$ cat config.mk
export PLATFORM = sky130hd
export DESIGN_NAME = multidrop_frame_receiver
export DESIGN_NICKNAME = d
export VERILOG_FILES = /design/src/mfr_pkg.sv /design/src/mfr_step.sv /design/src/multidrop_frame_receiver.sv
export SDC_FILE = /design/constraint.sdc
export NUM_CORES = 1
export LEC_CHECK = 0
export ABC_AREA = 1
export BUFFER_PORTS_ARGS = -buffer_cell sky130_fd_sc_hd__buf_2
export CAP_MARGIN = 20
export CORE_UTILIZATION = 55
export DETAILED_ROUTE_END_ITERATION = 8
export GPL_TIMING_DRIVEN = 0
export PLACE_DENSITY = 0.79
export SETUP_SLACK_MARGIN = 0.05
export SYNTH_ARGS = -nofsm -noshare
export SYNTH_HDL_FRONTEND = slang
export SYNTH_SLANG_ARGS = --single-unit
export TNS_END_PERCENT = 10
$ cat constraint.sdc
create_clock -name clk -period 5.76 [get_ports clk]
set_input_delay 0.864 -clock clk [delete_from_list [all_inputs] [get_ports clk]]
set_output_delay 0.864 -clock clk [all_outputs]
set_load 0.01 [all_outputs]
$ cat src/mfr_pkg.sv
// Package: word types, frame phase encoding and framing constants for the multidrop receiver.
`timescale 1ns / 1ps

package mfr_pkg;

  localparam logic [7:0] BCAST_ADDR   = 8'h90;
  localparam logic [7:0] ACK_OK       = 8'h80;
  localparam logic [7:0] ACK_ERR      = 8'h81;
  localparam logic [7:0] SUM_MASK     = 8'h7F;
  localparam logic [7:0] QUOTE_CHAR   = 8'h22;
  localparam logic [7:0] UNIT_ADDR_RST = 8'hF4;

  localparam logic [7:0] CH_LF     = 8'h0A;
  localparam logic [7:0] CH_CR     = 8'h0D;
  localparam logic [7:0] CH_BANG   = 8'h21;
  localparam logic [7:0] CH_DOLLAR = 8'h24;
  localparam logic [7:0] CH_SEMI   = 8'h3B;
  localparam logic [7:0] CH_QMARK  = 8'h3F;

  typedef enum logic [1:0] {
    PH_IDLE  = 2'd0,
    PH_DATA  = 2'd1,
    PH_QUOTE = 2'd2,
    PH_ARMED = 2'd3
  } phase_t;

  typedef struct packed {
    logic       func;
    logic [7:0] rx_byte;
    logic       tx_busy;
  } in_word_t;

  typedef struct packed {
    logic       store_valid;
    logic [7:0] store_byte;
    logic       send_valid;
    logic [7:0] send_byte;
    logic       checksum_error;
    logic       frame_opened;
    logic       frame_is_broadcast;
  } out_word_t;

  typedef struct packed {
    logic       listening;
    phase_t     frame_phase;
    logic [7:0] running_sum;
    logic       broadcast_flag;
    logic       ack_pending;
    logic [7:0] ack_code;
  } frame_state_t;

  function automatic logic is_delim(input logic [7:0] c);
    is_delim = (c == CH_LF) || (c == CH_CR) || (c == CH_BANG) ||
               (c == CH_DOLLAR) || (c == CH_SEMI) || (c == CH_QMARK);
  endfunction

endpackage

$ cat src/mfr_step.sv
// Frame decoder: next frame state and result word for one input word.
`timescale 1ns / 1ps

module mfr_step import mfr_pkg::*; (
  input  frame_state_t st,
  input  in_word_t     item,
  input  logic [7:0]   unit_address,
  output frame_state_t st_nxt,
  output out_word_t    res
);

  logic [7:0] stored;
  logic [7:0] code;
  logic       is_bcast;
  logic       sum_bad;

  assign is_bcast = (item.rx_byte == BCAST_ADDR);
  assign sum_bad  = ((st.running_sum & SUM_MASK) != item.rx_byte);
  assign code     = sum_bad ? ACK_ERR : ACK_OK;

  always_comb begin
    st_nxt = st;
    res    = '0;
    stored = item.rx_byte;
    res.frame_is_broadcast = st.broadcast_flag;
    if (!item.func) begin
      if (st.listening) begin
        if (is_bcast || item.rx_byte == unit_address) begin
          st_nxt.broadcast_flag  = is_bcast;
          st_nxt.listening       = 1'b0;
          st_nxt.frame_phase     = PH_DATA;
          st_nxt.running_sum     = '0;
          res.frame_opened       = 1'b1;
          res.frame_is_broadcast = is_bcast;
        end
      end else begin
        if (st.frame_phase == PH_ARMED) begin
          // checksum byte: replace it with the ACK code
          st_nxt.listening   = 1'b1;
          st_nxt.ack_code    = code;
          res.checksum_error = sum_bad;
          stored             = code;
          if (!st.broadcast_flag) begin
            if (item.tx_busy) begin
              st_nxt.ack_pending = 1'b1;
            end else begin
              res.send_valid = 1'b1;
              res.send_byte  = code;
            end
          end else begin
            st_nxt.broadcast_flag = 1'b0;
          end
        end else if (item.rx_byte == QUOTE_CHAR) begin
          st_nxt.frame_phase = phase_t'(st.frame_phase ^ PH_ARMED);
        end else if (st.frame_phase != PH_QUOTE && is_delim(item.rx_byte)) begin
          st_nxt.frame_phase = PH_ARMED;
        end
        res.store_valid    = 1'b1;
        res.store_byte     = stored;
        st_nxt.running_sum = st.running_sum + stored;
      end
    end else if (st.ack_pending) begin
      // transmitter done: release the held ACK
      st_nxt.ack_pending = 1'b0;
      res.send_valid     = 1'b1;
      res.send_byte      = st.ack_code;
    end
  end

endmodule

$ cat src/multidrop_frame_receiver.sv
// Top level: input register, frame decoder and result register of the multidrop receiver.
// A word taken into the input register is decoded and then loaded into the result register.
// Throughput: one word per cycle while the result is not stalled; then both registers advance.
// A stalled result holds; the input register then fills once more before in_stall rises.
// Reset (rst_n low, synchronous): both registers empty, listening for an address,
// running sum and ACK state cleared, unit address back to 0xF4.
`timescale 1ns / 1ps

module multidrop_frame_receiver import mfr_pkg::*; (
  input  logic       clk,
  input  logic       rst_n,
  input  logic       in_valid,
  output logic       in_stall,
  input  in_word_t   in_data,
  output logic       out_valid,
  input  logic       out_stall,
  output out_word_t  out_data,
  input  logic       cfg_wr_en,
  input  logic [7:0] cfg_wr_data
);

  logic         s1_valid_r;
  in_word_t     s1_data_r;
  logic         out_valid_r;
  out_word_t    out_data_r;
  frame_state_t state_r;
  frame_state_t state_nxt;
  out_word_t    res;
  logic [7:0]   unit_address_r;
  logic         out_load;
  logic         in_take;

  assign out_load = s1_valid_r && (!out_valid_r || !out_stall);
  assign in_stall = s1_valid_r && !out_load;
  assign in_take  = in_valid && !in_stall;

  mfr_step u_step (
    .st           (state_r),
    .item         (s1_data_r),
    .unit_address (unit_address_r),
    .st_nxt       (state_nxt),
    .res          (res)
  );

  always_ff @(posedge clk) begin
    if (!rst_n) begin
      s1_valid_r     <= 1'b0;
      out_valid_r    <= 1'b0;
      unit_address_r <= UNIT_ADDR_RST;
      state_r        <= '{listening: 1'b1, frame_phase: PH_IDLE, running_sum: 8'h00,
                          broadcast_flag: 1'b0, ack_pending: 1'b0, ack_code: 8'h00};
    end else begin
      if (cfg_wr_en) begin
        unit_address_r <= cfg_wr_data;
      end
      if (in_take) begin
        s1_valid_r <= 1'b1;
      end else if (out_load) begin
        s1_valid_r <= 1'b0;
      end
      if (out_load) begin
        out_valid_r <= 1'b1;
        state_r     <= state_nxt;
      end else if (!out_stall) begin
        out_valid_r <= 1'b0;
      end
    end
  end

  always_ff @(posedge clk) begin
    if (in_take) begin
      s1_data_r <= in_data;
    end
    if (out_load) begin
      out_data_r <= res;
    end
  end

  assign out_valid = out_valid_r;
  assign out_data  = out_data_r;

  // any sent byte is an ACK code
  a_send_is_ack: assert property (@(posedge clk) disable iff (!rst_n)
    out_valid_r && out_data_r.send_valid |->
      (out_data_r.send_byte == ACK_OK || out_data_r.send_byte == ACK_ERR))
    else $error("sent byte is not an ACK code");

  // a checksum error stores the error ACK in place of the checksum byte
  a_err_stores_nak: assert property (@(posedge clk) disable iff (!rst_n)
    out_valid_r && out_data_r.checksum_error |->
      (out_data_r.store_valid && out_data_r.store_byte == ACK_ERR))
    else $error("checksum error without stored error ACK");

  // an address byte is never stored nor answered
  a_open_quiet: assert property (@(posedge clk) disable iff (!rst_n)
    out_valid_r && out_data_r.frame_opened |->
      (!out_data_r.store_valid && !out_data_r.send_valid))
    else $error("frame open word also stored or sent");

  // a held ACK is always a valid code
  a_pending_code: assert property (@(posedge clk) disable iff (!rst_n)
    state_r.ack_pending |-> (state_r.ack_code == ACK_OK || state_r.ack_code == ACK_ERR))
    else $error("pending ACK holds a bad code");

  // the state only moves when a word passes to the result register
  a_state_hold: assert property (@(posedge clk) disable iff (!rst_n)
    !out_load |=> $stable(state_r))
    else $error("frame state changed without a word");

endmodule

==> impl_metrics.ini <==
[run_status]
run_status = finished, violations left
violations_in_the_final_reports = DRC

[die]
initial_utilization_pct = 58.5
core-area_um2 = 4440
floorplan.die_area_um2 = 5010
rows = 24
die_y_um = 70.8
die_width_um = 70.8
design.portCount = 46

[global_route]
first_global_vias = 1706
grt_max_degree = 19
grt_overflow_total = 0
grt_pass1_wl_mm = 7.88
grt.total_usage_pct = 20.7
number_of_antenna_violations_at_the_first_check_in_global_routing = 0

[cells_and_area]
layout.cells.most_common = sky130_fd_sc_hd__nand2_1
layout.cells.most_common_list = 69 x sky130_fd_sc_hd__nand2_1, 39 x sky130_fd_sc_hd__buf_2, 31 x sky130_fd_sc_hd__nor2_1
layout-area-overhead-vs-synth_pct = 13.8
antennaDiodeCount = 0
drive_gt1_share_pct = 23.6
fin_nets = 385
fillers = 393

[clock_network]
cts-hold-fix-buffers = 0
cts.path.max_buffers = 2
cts_setup_buffers = 0
clk_pin_slew_worst_paths_ns = 0.09
clock_tree.htree_level_count = 2
cts-resized-gates = 0
cts-buffers-inserted = 5
cts_tree = yes
clkLatencyLatePin_ns = 0.30
cts_sinks = 49
cts_root_buffer = sky130_fd_sc_hd__clkbuf_8

[logic_synthesis]
synth_top_family_by_area = simple AND/OR/NAND/NOR gates
synth.avg_cell_area_um2 = 8.52
yosys.cell_types.count = 40
synth.yosys.seq_area_share_pct = 47.4
main_synth_ff_type = sky130_fd_sc_hd__edfxtp_1
synth_enable_flop_cells = 25
synthesis.instances = 305
xor_xnor_share_of_the_synthesized_area_pct = 3.37
synth-compound-area-share_pct = 11.2
synth.cell_area_um2 = 2600
postSynth.asyncResetShare_pct = 0
synth_adder_area_share_pct = 3.66
synth.area.mux_share_pct = 0
yosysWarnings = 0
yosys.area_share.simple_pct = 25.5
synth.ff_latch_count = 49

[routing]
detailed_route_iter0_violations = 129
viasPerCell = 5.08
totalWireLength_mm = 4.79
route.detailed.drc = 6
vias = 2074
first_drt_pass_iteration_count = 6
ant_nets = 0
detail_route.wl_per_cell_um = 11.7

[place]
pre_cts_ws_ns = 3.17
place_congestion = 0.925
post-dp-hpwl_mm = 3.64
port-buffer-count = 38

[min_path]
holdCritPathClass = reg2reg
worst_hold_path.num_cells = 2

[sta]
fin_crit_ns = 2.63
tightestPinTransition_ns = 0.733
fmax_mhz = 380
timing_hold_violations_final = 0
final_critical_path_setup_slack_ns = 3.13
timing_max_transition_violations_final = 0
fin_skew_ns = 0.00953
setup-violations-final = 0
setup_tns_ns = 0
rsz0062_at_grt = false
final.period_utilization_pct = 45.6
slew_headroom_pct = 51.2

[pwr]
static_leakage_nw = 1.35
power.density_cell_area_nw_per_um2 = 221
vdd.ir_drop.worst_v = 0.000211

[setup_path]
arrival_ns = 2.79
cp_max_fo = 6
worst_setup_path_end_kind = register
worst-setup-path-type = reg2reg
critPathRequiredTime_ns = 5.93
worst_reg2reg_path_depth = 14
startpoint_type = register

[flow_run]
maximum_capacitance_violations = 0
[sequential cells by signal (all words and copies together), names as in the netlist]
signal / count
state_r: 14
s1_valid_r: 1
s1_data_r: 10
out_data: 15
out_valid: 1
unit_address_r: 8
[power by group]
part | total [mW] | switching [mW] | internal, mW
registers | 0.389 | 0.00923 | 0.379
logic | 0.0689 | 0.0406 | 0.0283
clock network | 0.196 | 0.110 | 0.0860
[layout make-up]
| cell class | count | area, um2 | share of cell area (%) |
|---|---|---|---|
| Timing Repair Buffer | 38 | 190 | 6.43 |
| Buffer | 13 | 101 | 3.43 |
| Clock buffer | 7 | 76.3 | 2.58 |
| Multi-Input combinational cell | 214 | 1160 | 39.2 |
| Tap cell | 52 | 65.1 | 2.20 |
| Clock inverter | 1 | 7.51 | 0.254 |
| Sequential cell | 49 | 1230 | 41.6 |
| Inverter | 34 | 128 | 4.31 |
[cells by family after synthesis]
| family | Yosys count |
|---|---|
| compound gates | 45 |
| xor+xnor | 10 |
| fa+ha+maj | 7 |
| buf+inv | 47 |
| flops | 49 |
| other cells | 1 |
| simple gates | 146 |
[final timing paths]
path | startpoint | to | slack [ns]
min reg2reg | state_r[7] | state_r[7] | 0.46
max | s1_data_r[3] | state_r[14] | 3.13
min | state_r[7] | state_r[7] | 0.46
max reg2reg | s1_data_r[3] | state_r[14] | 3.13
[per-layer routing]
layer  track usage (%)  vias to the layer above  part of all wire (%)
met1              27.5                      914                    46
met4              9.11                        0                   1.9
li1                  -                     1087                     -
met5                 0                        -                     0
met3              4.56                        7                   5.5
met2              32.6                       66                    46
[synth_stat cells (2+ instances only)]
cell | instances | area share [%]
sky130_fd_sc_hd__a21oi_1 | 15 | 2.9
sky130_fd_sc_hd__a21oi_2 | 7 | 2.4
sky130_fd_sc_hd__xor2_1 | 5 | 1.7
sky130_fd_sc_hd__nor2_2 | 2 | 0.48
sky130_fd_sc_hd__edfxtp_1 | 25 | 29
sky130_fd_sc_hd__a21oi_4 | 2 | 1.3
sky130_fd_sc_hd__clkbuf_1 | 2 | 0.29
sky130_fd_sc_hd__nor4_1 | 2 | 0.48
sky130_fd_sc_hd__inv_2 | 4 | 0.58
sky130_fd_sc_hd__nand2_2 | 8 | 1.9
sky130_fd_sc_hd__buf_6 | 2 | 0.87
sky130_fd_sc_hd__nor2_1 | 31 | 4.5
sky130_fd_sc_hd__a31oi_1 | 2 | 0.48
sky130_fd_sc_hd__nand3_1 | 19 | 3.7
sky130_fd_sc_hd__inv_1 | 29 | 4.2
sky130_fd_sc_hd__xnor2_1 | 5 | 1.7
sky130_fd_sc_hd__nor3_1 | 6 | 1.2
sky130_fd_sc_hd__buf_4 | 7 | 2.0
sky130_fd_sc_hd__nand2_4 | 2 | 0.87
sky130_fd_sc_hd__dfxtp_1 | 24 | 18
sky130_fd_sc_hd__o21ai_0 | 14 | 2.7
sky130_fd_sc_hd__nand2_1 | 69 | 10
sky130_fd_sc_hd__ha_1 | 6 | 2.9
[stage by stage]
step / instances / instance area (um2) / total power, mW / util [%] / hold slack [ns]
after floorplan: 310 / 2620 / 0.444 / - / 0.431
after detailed placement: 400 / 2870 / 0.466 / 64.7 / 0.450
after global routing: 408 / 2960 / 0.682 / 66.6 / 0.488
after CTS: 408 / 2960 / 0.657 / 66.6 / 0.463
after global placement: 400 / 2870 / 0.464 / 64.7 / 0.443
final: 408 / 2960 / 0.654 / 66.6 / 0.458
[worst max-delay path, cell delays in order, from the launching register on]
cell and delay [ns]:
sky130_fd_sc_hd__edfxtp_1 0.47, sky130_fd_sc_hd__inv_1 0.20, sky130_fd_sc_hd__nand2_1 0.07, sky130_fd_sc_hd__o21ai_0 0.07, sky130_fd_sc_hd__nor4_1 0.07, sky130_fd_sc_hd__nand2_1 0.14
sky130_fd_sc_hd__nand2_1 0.11, sky130_fd_sc_hd__nand2_1 0.07, sky130_fd_sc_hd__ha_1 0.16, sky130_fd_sc_hd__inv_1 0.06, sky130_fd_sc_hd__fa_1 0.43, sky130_fd_sc_hd__o31ai_1 0.34
sky130_fd_sc_hd__a21boi_1 0.10, sky130_fd_sc_hd__o21ai_0 0.12, sky130_fd_sc_hd__a21oi_2 0.08
No activity file was read; power rests on OpenSTA's default activity.
